### src/design/rwcl_pkg.sv
// Package for the RIFF/WAVE chunk locator: parser phases, tags, status codes, result struct.
`default_nettype none

package rwcl_pkg;

  // RIFF words as they read little-endian
  localparam logic [31:0] TAG_RIFF = 32'h4646_4952;
  localparam logic [31:0] TAG_WAVE = 32'h4556_4157;
  localparam logic [31:0] TAG_DATA = 32'h6174_6164;
  localparam logic [31:0] TAG_FMT  = 32'h2074_6d66;

  // status codes reported on the result channel
  localparam logic [1:0] ST_SCAN    = 2'd0;
  localparam logic [1:0] ST_FOUND   = 2'd1;
  localparam logic [1:0] ST_BAD_TAG = 2'd2;
  localparam logic [1:0] ST_EXHAUST = 2'd3;

  // parser phase
  typedef enum logic [2:0] {
    PH_RIFF = 3'd0,
    PH_LEN  = 3'd1,
    PH_WAVE = 3'd2,
    PH_TAG  = 3'd3,
    PH_SIZE = 3'd4,
    PH_SKIP = 3'd5,
    PH_DONE = 3'd6
  } rwcl_phase_t;

  // what the parser shows after the latest byte
  typedef struct packed {
    logic        data_valid;
    logic        fmt_valid;
    logic [31:0] data_offset;
    logic [31:0] fmt_offset;
    logic [1:0]  status;
  } rwcl_result_t;

endpackage

`default_nettype wire

### src/design/rwcl_parser.sv
// Byte-wise RIFF/WAVE header and chunk walker; state registers double as the result.
`default_nettype none

module rwcl_parser import rwcl_pkg::*; (
  input  wire logic         clk,
  input  wire logic         rst_n,
  input  wire logic         step,        // a byte beat is taken this cycle
  input  wire logic [7:0]   data_byte,
  input  wire logic         first_byte,
  output rwcl_result_t      res
);

  rwcl_phase_t phase_r, phase_nxt, phase_b;
  logic [1:0]  biw_r, biw_nxt, biw_b;
  logic [31:0] shift_r, shift_nxt, shift_b;
  logic [31:0] rem_r, rem_nxt, rem_b;
  logic [31:0] skip_r, skip_nxt, skip_b;
  logic [31:0] pos_r, pos_nxt, pos_b;
  logic [31:0] fmt_pos_r, fmt_pos_nxt, fmt_pos_b;
  logic [31:0] data_pos_r, data_pos_nxt, data_pos_b;
  logic        fmt_seen_r, fmt_seen_nxt, fmt_seen_b;
  logic        data_seen_r, data_seen_nxt, data_seen_b;
  logic [1:0]  verdict_r, verdict_nxt, verdict_b;

  logic [31:0] word;
  logic [31:0] rem_sub;
  logic [31:0] skip_dec;
  logic [31:0] hdr_pos;
  logic        fmt_hit;
  logic        data_hit;

  // a first byte starts from the reset state
  always_comb begin
    if (first_byte) begin
      phase_b     = PH_RIFF;
      biw_b       = '0;
      shift_b     = '0;
      rem_b       = '0;
      skip_b      = '0;
      pos_b       = '0;
      fmt_pos_b   = '0;
      data_pos_b  = '0;
      fmt_seen_b  = 1'b0;
      data_seen_b = 1'b0;
      verdict_b   = ST_SCAN;
    end else begin
      phase_b     = phase_r;
      biw_b       = biw_r;
      shift_b     = shift_r;
      rem_b       = rem_r;
      skip_b      = skip_r;
      pos_b       = pos_r;
      fmt_pos_b   = fmt_pos_r;
      data_pos_b  = data_pos_r;
      fmt_seen_b  = fmt_seen_r;
      data_seen_b = data_seen_r;
      verdict_b   = verdict_r;
    end
  end

  // datapath pieces shared by the phase decode
  assign word     = {data_byte, shift_b[31:8]};
  assign rem_sub  = rem_b - word;
  assign skip_dec = skip_b - 32'd1;
  assign hdr_pos  = pos_b - 32'd3;
  assign fmt_hit  = (word == TAG_FMT);
  assign data_hit = (word == TAG_DATA);

  // next state
  always_comb begin
    phase_nxt     = phase_b;
    biw_nxt       = biw_b;
    shift_nxt     = shift_b;
    rem_nxt       = rem_b;
    skip_nxt      = skip_b;
    pos_nxt       = pos_b;
    fmt_pos_nxt   = fmt_pos_b;
    data_pos_nxt  = data_pos_b;
    fmt_seen_nxt  = fmt_seen_b;
    data_seen_nxt = data_seen_b;
    verdict_nxt   = verdict_b;
    if (phase_b != PH_DONE) begin
      pos_nxt = pos_b + 32'd1;
      if (phase_b == PH_SKIP) begin
        skip_nxt = skip_dec;
        if (skip_dec == '0) begin
          phase_nxt = PH_TAG;
        end
      end else begin
        shift_nxt = word;
        biw_nxt   = biw_b + 2'd1;
        // word complete on the fourth byte
        if (biw_b == 2'd3) begin
          case (phase_b)
            PH_RIFF: begin
              if (word != TAG_RIFF) begin
                verdict_nxt = ST_BAD_TAG;
                phase_nxt   = PH_DONE;
              end else begin
                phase_nxt = PH_LEN;
              end
            end
            PH_LEN: begin
              rem_nxt   = word;
              phase_nxt = PH_WAVE;
            end
            PH_WAVE: begin
              if (word != TAG_WAVE) begin
                verdict_nxt = ST_BAD_TAG;
                phase_nxt   = PH_DONE;
              end else if (rem_b == '0 || rem_b[31]) begin
                verdict_nxt = ST_EXHAUST;
                phase_nxt   = PH_DONE;
              end else begin
                phase_nxt = PH_TAG;
              end
            end
            PH_TAG: begin
              if (fmt_hit) begin
                fmt_pos_nxt  = hdr_pos;
                fmt_seen_nxt = 1'b1;
              end else if (data_hit) begin
                data_pos_nxt  = hdr_pos;
                data_seen_nxt = 1'b1;
              end
              if ((fmt_seen_b || fmt_hit) && (data_seen_b || (data_hit && !fmt_hit))) begin
                verdict_nxt = ST_FOUND;
                phase_nxt   = PH_DONE;
              end else begin
                phase_nxt = PH_SIZE;
              end
            end
            PH_SIZE: begin
              rem_nxt  = rem_sub;
              skip_nxt = word;
              if (rem_sub == '0 || rem_sub[31]) begin
                verdict_nxt = ST_EXHAUST;
                phase_nxt   = PH_DONE;
              end else if (word == '0) begin
                phase_nxt = PH_TAG;
              end else begin
                phase_nxt = PH_SKIP;
              end
            end
            default: begin
              verdict_nxt = ST_EXHAUST;
              phase_nxt   = PH_DONE;
            end
          endcase
        end
      end
    end
  end

  // state registers, loaded once per byte beat
  always_ff @(posedge clk) begin
    if (!rst_n) begin
      phase_r     <= PH_RIFF;
      biw_r       <= '0;
      shift_r     <= '0;
      rem_r       <= '0;
      skip_r      <= '0;
      pos_r       <= '0;
      fmt_pos_r   <= '0;
      data_pos_r  <= '0;
      fmt_seen_r  <= 1'b0;
      data_seen_r <= 1'b0;
      verdict_r   <= ST_SCAN;
    end else if (step) begin
      phase_r     <= phase_nxt;
      biw_r       <= biw_nxt;
      shift_r     <= shift_nxt;
      rem_r       <= rem_nxt;
      skip_r      <= skip_nxt;
      pos_r       <= pos_nxt;
      fmt_pos_r   <= fmt_pos_nxt;
      data_pos_r  <= data_pos_nxt;
      fmt_seen_r  <= fmt_seen_nxt;
      data_seen_r <= data_seen_nxt;
      verdict_r   <= verdict_nxt;
    end
  end

  // result view
  always_comb begin
    res.status      = verdict_r;
    res.fmt_offset  = fmt_pos_r;
    res.data_offset = data_pos_r;
    res.fmt_valid   = fmt_seen_r;
    res.data_valid  = data_seen_r;
  end

  // a verdict other than scanning parks the parser
  a_verdict_done: assert property (@(posedge clk) disable iff (!rst_n)
    (verdict_r != ST_SCAN) |-> (phase_r == PH_DONE))
    else $error("verdict set while parser still running");

  // found means both chunk headers were recorded
  a_found_both: assert property (@(posedge clk) disable iff (!rst_n)
    (verdict_r == ST_FOUND) |-> (fmt_seen_r && data_seen_r))
    else $error("found reported without both chunks");

  // a skip never starts with an empty count
  a_skip_nonzero: assert property (@(posedge clk) disable iff (!rst_n)
    (phase_r == PH_SKIP) |-> (skip_r != '0))
    else $error("skip phase with zero count");

  // a parked parser does not move on a non-first byte
  a_done_holds: assert property (@(posedge clk) disable iff (!rst_n)
    (step && !first_byte && phase_r == PH_DONE) |=> $stable(pos_r))
    else $error("byte position moved after verdict");

endmodule

`default_nettype wire

### src/design/riff_wave_chunk_locator.sv
// Top level of the RIFF/WAVE chunk locator: stream handshake around the byte parser.
//
//  channel | dir | payload (low bit up)                                   | beat
//  in_     | in  | tdata: data_byte[7:0]; tuser: first_byte[0]            | one file byte
//  out_    | out | tdata: status[1:0] fmt_offset[33:2] data_offset[65:34] | one per input
//          |     |        fmt_valid[66] data_valid[67], zero fill to 72   |
//
// One result per byte, registered from the byte beat; a byte beat is taken every
// cycle while the result register is empty or being drained. The parser state
// registers hold the result, so a stall on out_ only holds in_tready low.
// Reset (rst_n, synchronous) empties the result register and puts the parser in
// the RIFF tag phase, as though the next byte were marked first.
`default_nettype none

module riff_wave_chunk_locator import rwcl_pkg::*; (
  input  wire logic        clk,
  input  wire logic        rst_n,
  input  wire logic        in_tvalid,
  output      logic        in_tready,
  input  wire logic [7:0]  in_tdata,   // data_byte[7:0]
  input  wire logic [0:0]  in_tuser,   // first_byte[0]
  output      logic        out_tvalid,
  input  wire logic        out_tready,
  output      logic [71:0] out_tdata   // status, fmt_offset, data_offset, fmt_valid, data_valid
);

  logic         out_valid_r;
  logic         out_valid_nxt;
  logic         step;
  rwcl_result_t res;

  // take a byte when the result slot is free or emptying now
  assign in_tready = !out_valid_r || out_tready;
  assign step      = in_tvalid && in_tready;

  rwcl_parser u_parser (
    .clk        (clk),
    .rst_n      (rst_n),
    .step       (step),
    .data_byte  (in_tdata),
    .first_byte (in_tuser[0]),
    .res        (res)
  );

  // result slot occupancy
  always_comb begin
    out_valid_nxt = out_valid_r;
    if (step) begin
      out_valid_nxt = 1'b1;
    end else if (out_tready) begin
      out_valid_nxt = 1'b0;
    end
  end

  always_ff @(posedge clk) begin
    if (!rst_n) begin
      out_valid_r <= 1'b0;
    end else begin
      out_valid_r <= out_valid_nxt;
    end
  end

  assign out_tvalid = out_valid_r;
  assign out_tdata  = {4'd0, res};

  // a byte beat always leaves a result waiting
  a_beat_gives_result: assert property (@(posedge clk) disable iff (!rst_n)
    step |=> out_valid_r)
    else $error("byte taken without a result");

  // a result that is not taken and has no successor stays put
  a_result_holds: assert property (@(posedge clk) disable iff (!rst_n)
    (out_valid_r && !out_tready) |=> ($stable(out_tdata) && out_valid_r))
    else $error("pending result changed");

  // no byte is taken over a stalled result
  a_no_overrun: assert property (@(posedge clk) disable iff (!rst_n)
    (out_valid_r && !out_tready) |-> !step)
    else $error("byte taken while result stalled");

endmodule

`default_nettype wire

### config.mk
export PLATFORM = sky130hd
export DESIGN_NAME = riff_wave_chunk_locator
export DESIGN_NICKNAME = d
export VERILOG_FILES = /design/src/design/rwcl_pkg.sv /design/src/design/rwcl_parser.sv /design/src/design/riff_wave_chunk_locator.sv
export SDC_FILE = /design/constraint.sdc
export NUM_CORES = 1
export LEC_CHECK = 0
export BUFFER_PORTS_ARGS = -buffer_cell sky130_fd_sc_hd__clkbuf_2
export CAP_MARGIN = 30
export CORE_UTILIZATION = 45
export DETAILED_ROUTE_END_ITERATION = 12
export PLACE_DENSITY_LB_ADDON = 0.05
export SLEW_MARGIN = 15
export SYNTH_ARGS = -nofsm -noshare
export SYNTH_HDL_FRONTEND = slang
export SYNTH_SLANG_ARGS = --single-unit
### constraint.sdc
create_clock -name clk -period 5.6 [get_ports clk]
set_input_delay 0.84 -clock clk [delete_from_list [all_inputs] [get_ports clk]]
set_output_delay 0.84 -clock clk [all_outputs]
set_load 0.005 [all_outputs]
==> run summary, run 1 <==
Worst slew pin tran -> 920 ps
Mapped Area -> 13000 µm²
Slew Viols, Final -> 0
Cells after synthesis -> 1811
Area delta synth->final -> 9.55%
Clock network power share -> 0.419
Post-DR wirelength/cell -> 20.6 µm
Register area -> 3880 µm²
H-tree Lvls -> 4
Post-synth EDFFs -> 0
Final min period -> 4400 ps
Share of flip-flops with an asynchronous set or reset -> 0
RSZ-0062 raised after global routing -> no
Overflow after GRT -> 0
Global placer's final weighted congestion -> 0.998
Place WS -> 827 ps
DIE AREA -> 29700 µm²
Net count, final -> 1861
Total area of multi-input combinational cells -> 8530 µm²
P_sw -> 0.911 mW
Vias per cell -> 6.22
Worst setup path category -> input pin to flop
Die Y -> 172 µm
Setup_tns -> 0 ps
Clk sinks -> 194
Setup WS post-layout -> 1200 ps
CTS resizes -> 0
Cells on worst reg2reg path -> 13
Initial antenna violation count -> 0
Ratio of cells with drive above 1 in the final layout -> 0.100
# IOs -> 87
Largest net degree at the start of global routing -> 111
Iter 0 DRT Violations -> 1383
Arr. time, crit path -> 4810 ps
CTS Buf Count -> 17
Hold path depth -> 2
Hold Worst Slack -> 453 ps
Synth Register Bits -> 194
Global-route wire length before repair -> 70700 µm
Crit path max fanout -> 20
Residual DRC -> 0
Clk slew on worst S/H paths -> 80 ps
Max VDD drop -> 0.211 mV
Hold Violations, Final -> 0
Site Rows -> 61
Status -> finished clean
Yosys cell types -> 95
Internal -> 2.20 mW
Std-Cell Core Area -> 28200 µm²
Yosys warning count -> 0
Final WL -> 45400 µm
Vias in the first global route -> 12300
Hold buffers post-CTS -> 0
Hold Path Class -> flop to flop
Cells after DPL -> 2172
Slew margin rel. -> 0.387
Seq pwr share -> 0.455
Dominant synthesized flop cell -> dfxtp_1
Critical Path RT -> 6010 ps
Aggregate global-route resource usage -> 0.309
Fmax -> 0.227 GHz
CTS tree -> yes
Switching Share -> 0.293
Comb pwr share -> 0.127
# setup viols final -> 0
DP Wirelength -> 32200 µm
Leak -> 5.49 nW
Syn Area/Cell -> 7.20 µm²
Fill cells -> 2823
Vias post-DR -> 13700
Starting Density -> 0.463
Max clock buf depth -> 2
Clk_skew -> 11.2 ps
CP startpoint kind -> input pin
CTS root buf -> clkbuf_16
Crit. End Element -> flop
Sequential share of the synthesized area -> 0.298
Post-DRT Antenna Nets -> 0
Final non-filler cell total -> 2205
DRT Pass-1 Iters -> 5
Flop-to-flop setup slack -> 1380 ps
Clock Latency Late Sink -> 460 ps
PortBufs -> 82
Setup Buffers After CTS -> 0
Maxcap violations -> 0
Fin crit share -> 0.786
Die Wd -> 172 µm
Cell Pwr Density -> 218 nW/µm²
==> power groups by stage <==
stage	Clock [mW]	Sequential, mW	Combinational (mW)
3_5_place_dp	0	1.44	0.383
3_3_place_gp	0	1.44	0.383
2_1_floorplan	0	1.43	0.277
6_report	1.30	1.41	0.393
4_1_cts	1.32	1.41	0.384
5_1_grt	1.37	1.41	0.426
==> per-stage QoR <==
stage / utilization / power [mW] / instance area [µm²]
final: 0.507 / 3.11 / 14300
after global placement: 0.485 / 1.83 / 13700
after global routing: 0.507 / 3.21 / 14300
after CTS: 0.507 / 3.12 / 14300
after floorplan: - / 1.71 / 13100
after detailed placement: 0.485 / 1.83 / 13700
==> flip-flops by register name, summed over array words and instances, names as in the netlist <==
signal,cells
u_parser.rem_r,32
u_parser.pos_r,32
u_parser.fmt_pos_r,32
u_parser.biw_r,2
u_parser.verdict_r,2
u_parser.fmt_seen_r,1
u_parser.data_pos_r,32
u_parser.phase_r,3
u_parser.shift_r,24
u_parser.data_seen_r,1
out_tvalid,1
u_parser.skip_r,32
==> worst paths after layout <==
path                             start             endpoint
setup / recovery              in_tuser  u_parser.phase_r[2]
hold / removal       u_parser.biw_r[1]    u_parser.biw_r[1]
setup reg to reg  u_parser.shift_r[14]  u_parser.phase_r[2]
hold reg to reg      u_parser.biw_r[1]    u_parser.biw_r[1]
==> synthesized netlist by cell type, drive strengths merged, types with 25 or more instances <==
master / count / share of area
buf: 29 / 0.011
nor3: 56 / 0.021
nand3: 39 / 0.015
a22oi: 81 / 0.047
nor2: 281 / 0.081
a21oi: 144 / 0.055
nor2b: 60 / 0.029
clkbuf: 101 / 0.029
dfxtp: 194 / 0.30
ha: 35 / 0.034
nor4: 29 / 0.018
xor2: 25 / 0.017
xnor2: 42 / 0.028
nand4: 27 / 0.013
o21ai: 101 / 0.039
inv: 40 / 0.012
nand2: 214 / 0.062
==> routing by layer <==
layer | global-route usage | routed length, µm | up-vias
met4 | 0.102 | 1080 | 0
met5 | 0 | 0 | -
met3 | 0.0435 | 3180 | 84
met2 | 0.460 | 19300 | 563
li1 | - | - | 6544
met1 | 0.451 | 21900 | 6527
==> logic make-up after synthesis <==
group                    count (synthesis)  share of synthesized area
AND/OR/NAND/NOR                        818                      0.302
AO/OA/AOI/OAI                          516                      0.262
flip-flops                             194                      0.298
buffers and inverters                  170                     0.0515
XOR/XNOR                                67                     0.0450
adder cells (fa/ha/maj)                 35                     0.0336
multiplexers                            10                    0.00787
other                                    1                   0.000288
==> critical path: stages <==
cell      delay (ps)
buf_4            180
inv_2            310
nand2_1          220
ha_1             440
a21oi_1          390
o311a_1          270
o221a_2          280
o21ai_2          100
a21o_1           210
a311oi_1         480
o211ai_1         160
nor4_1           520
and2_1           270
o31a_1           140
==> area by class of cell <==
class | count | share of cell area
well taps | 378 | 0.0331
clock inverters | 14 | 0.0121
flip-flops and latches | 194 | 0.272
inverters | 40 | 0.0109
multi-input cells | 1450 | 0.597
repair buffers | 110 | 0.0439
clock buffers | 18 | 0.0307
diodes | 1 | 0.000175
==> cell usage in the layout (no fill, tap or decap), drive strengths merged, types with 10 or more instances in the layout <==
cell    Yosys  final
o221ai     10     10
nand4      27     27
nor3       56     56
and2       16     16
or3        18     18
a221oi     12     12
xor2       25     25
nand2b     14     14
nor2b      60     60
buf        29     29
a22oi      81     81
a21o       12     12
a31oi      13     13
and3       19     19
nand2     214    214
nor4       29     29
nand3      39     39
o211ai     12     12
dfxtp     194    194
ha         35     35
o21bai     10     10
a21oi     144    144
nor2      281    281
clkbuf    101     99
o22ai      19     19
inv        40     45
o21a       13     13
o21ai     101    101
a211oi     16     16
or4        12     12
xnor2      42     42
No activity file was read; power rests on OpenSTA's default activity.
==> run 2: changes to the inputs <==
==> constraint.sdc (replaced) <==
create_clock -name clk -period 3.9 [get_ports clk]
set_input_delay 0.585 -clock clk [delete_from_list [all_inputs] [get_ports clk]]
set_output_delay 0.585 -clock clk [all_outputs]
set_load 0.005 [all_outputs]
==> run 2 against run 1 <==
Compared with the run above: clock power up 47%; combinational power is 70% higher; via count increased by 5.1%; clock-buffer cell count shrank 1; register-to-register slack got worse by 1100 ps; die area unchanged; non-clock buffer count is 187 higher; global-route usage rose by 1.8 points.
==> run summary, run 2 (same netlist as run 1, synthesis figures left out) <==
Internal -> 3.19 mW (+45%)
Max Used Layer -> met4
Fill cells -> 2772 (-1.8%)
P_sw -> 1.42 mW (+55%)
Comb pwr share -> 0.145 (+0.018)
Clock Latency Late Sink -> 470 ps (about the same)
Residual DRC -> 0 (unchanged)
Tot Pwr -> 4.60 mW (+48%)
Hold Violations, Final -> 0 (unchanged)
Status -> finished clean
Seq pwr share -> 0.440 (-0.015)
Std-Cell Core Area -> 28200 µm² (unchanged)
PortBufs -> 82 (unchanged)
Global placer's final weighted congestion -> 0.964 (-3.4%)
Post-DR wirelength/cell -> 19.9 µm (-3.7%)
Routed wl met3 -> 3380 µm (+6.4%)
H-tree Lvls -> 4 (unchanged)
Slew Viols, Final -> 0 (unchanged)
Net count, final -> 2048 (+10%)
Clk_skew -> 12.2 ps (+0.978 ps)
Initial antenna violation count -> 0 (unchanged)
ANT cells -> 0 (-1)
Max clock buf depth -> 2 (unchanged)
Met1 Wirelength -> 22600 µm (+3.2%)
Critical Path RT -> 4310 ps (-1700 ps)
Most frequent cells in the layout -> nor2_1 (279), nand2_1 (214), buf_4 (209), dfxtp_1 (194), a21oi_1 (139)
Overflow after GRT -> 0 (unchanged)
Final min period -> 3610 ps
Max VDD drop -> 0.309 mV (+47%)
Cell Pwr Density -> 290 nW/µm² (+33%)
Post-DRT Antenna Nets -> 0 (unchanged)
Clock network power share -> 0.415 (-0.004)
Area delta synth->final -> 21.9%
DRT Pass-1 Iters -> 6 (+1)
Switching Share -> 0.307 (+0.0141)
Metal2 WL -> 20500 µm (+6.1%)
Commonest non-fill, non-tap cell in the layout -> nor2_1
Total area of multi-input combinational cells -> 8630 µm² (+1.2%)
Setup_tns -> 0 ps (unchanged)
Worst setup path category -> flop to flop
CTS root buf -> clkbuf_16
# IOs -> 87 (unchanged)
Fmax -> 0.277 GHz
CTS tree -> yes
Register area -> 3880 µm² (unchanged)
Clk sinks -> 194 (unchanged)
Setup Buffers After CTS -> 0 (unchanged)
Maxcap violations -> 0 (unchanged)
Die Y -> 172 µm (unchanged)
Hold buffers post-CTS -> 0 (unchanged)
Leak -> 6.45 nW (+18%)
Clk slew on worst S/H paths -> 80 ps (about the same)
Arr. time, crit path -> 4030 ps (-780 ps)
Aggregate global-route resource usage -> 0.327 (+0.0180)
Crit. End Element -> flop
Largest net degree at the start of global routing -> 88 (-21%)
Site Rows -> 61 (unchanged)
Ratio of cells with drive above 1 in the final layout -> 0.192 (+0.0915)
Vias in the first global route -> 13100 (+6.7%)
CTS Buf Count -> 17 (unchanged)
DIE AREA -> 29700 µm² (unchanged)
Slew margin rel. -> 0.472 (+0.0852)
Global-route wire length before repair -> 74600 µm (+5.4%)
DP Wirelength -> 35300 µm (+9.5%)
Hold Path Class -> input pin to flop
Die Wd -> 172 µm (unchanged)
Vias post-DR -> 14400 (+5.1%)
Worst slew pin tran -> 772 ps (-148 ps)
Starting Density -> 0.463 (unchanged)
Fin crit share -> 0.926
Final WL -> 47500 µm (+4.5%)
# setup viols final -> 0 (unchanged)
RSZ-0062 raised after global routing -> no
Vias per cell -> 6.03 (-3.1%)
CP startpoint kind -> flop
CTS resizes -> 0 (unchanged)
Iter 0 DRT Violations -> 1420 (+2.7%)
Crit path max fanout -> 4 (-80%)
-- run 2: changes by cell type in the layout (fill, tap and decap cells not counted), sizes merged --
cell	delta
buf	+187
clkbuf	-1
inv	+3
clkinvlp	-3
clkinv	+2
bufinv	-1
diode	-1
-- run 2: per-stage QoR --
step	area [µm²]	hold WS, ps	util	std cells	setup WS (ps)
CTS	15900	343	0.564	2391	257
detailed placement	15300	444	0.542	2359	-182
finish	15900	364	0.564	2391	287
global placement	15300	436	0.542	2359	-117
floorplan	13200	427	-	1814	-572
global route	15900	377	0.564	2391	101
-- run 2: area by class of cell --
| class | instances | area share |
|---|---|---|
| Multi-Input combinational cell | 1450 | 0.543 |
| Inverter | 40 | 0.00977 |
| Clock inverter | 15 | 0.0128 |
| Tap cell | 378 | 0.0298 |
| Clock buffer | 17 | 0.0268 |
| Timing Repair Buffer | 297 | 0.133 |
| Sequential cell | 194 | 0.244 |
-- run 2: power by group through the flow --
stage                     Sequential (mW)  Clock, mW  Combinational (mW)
after floorplan                      2.06          0               0.412
after global placement               2.07          0               0.653
after detailed placement             2.07          0               0.654
after CTS                            2.02       1.93               0.656
after global routing                 2.03       2.01               0.723
final                                2.03       1.91               0.669
-- run 2: final timing paths --
kind	start	to	slack (ps)	depth (start not counted)
hold reg to reg	u_parser.biw_r[1]	u_parser.biw_r[1]	460	2
setup / recovery	u_parser.shift_r[8]	u_parser.verdict_r[1]	290	17
hold / removal	in_tvalid	out_tvalid	360	3
setup reg to reg	u_parser.shift_r[8]	u_parser.verdict_r[1]	290	17
-- run 2: critical path, cell delays in order (launching register included) --
cell,delay (ps)
dfxtp_1,340
nor2b_1,160
ha_2,190
inv_1,40
ha_2,170
or3_4,390
o221ai_4,260
buf_12,150
o221a_4,190
o21ai_2,90
a21o_1,220
buf_4,130
a311oi_1,440
o211ai_1,160
nor4_1,200
buf_4,180
and2_4,150
o31a_1,100
-- run 2: per-layer routing --
metal | vias up | global-route usage
met5 | - | 0
met4 | 0 | 0.103
met3 | 73 | 0.0581
met2 | 572 | 0.492
met1 | 6844 | 0.468
li1 | 6923 | -
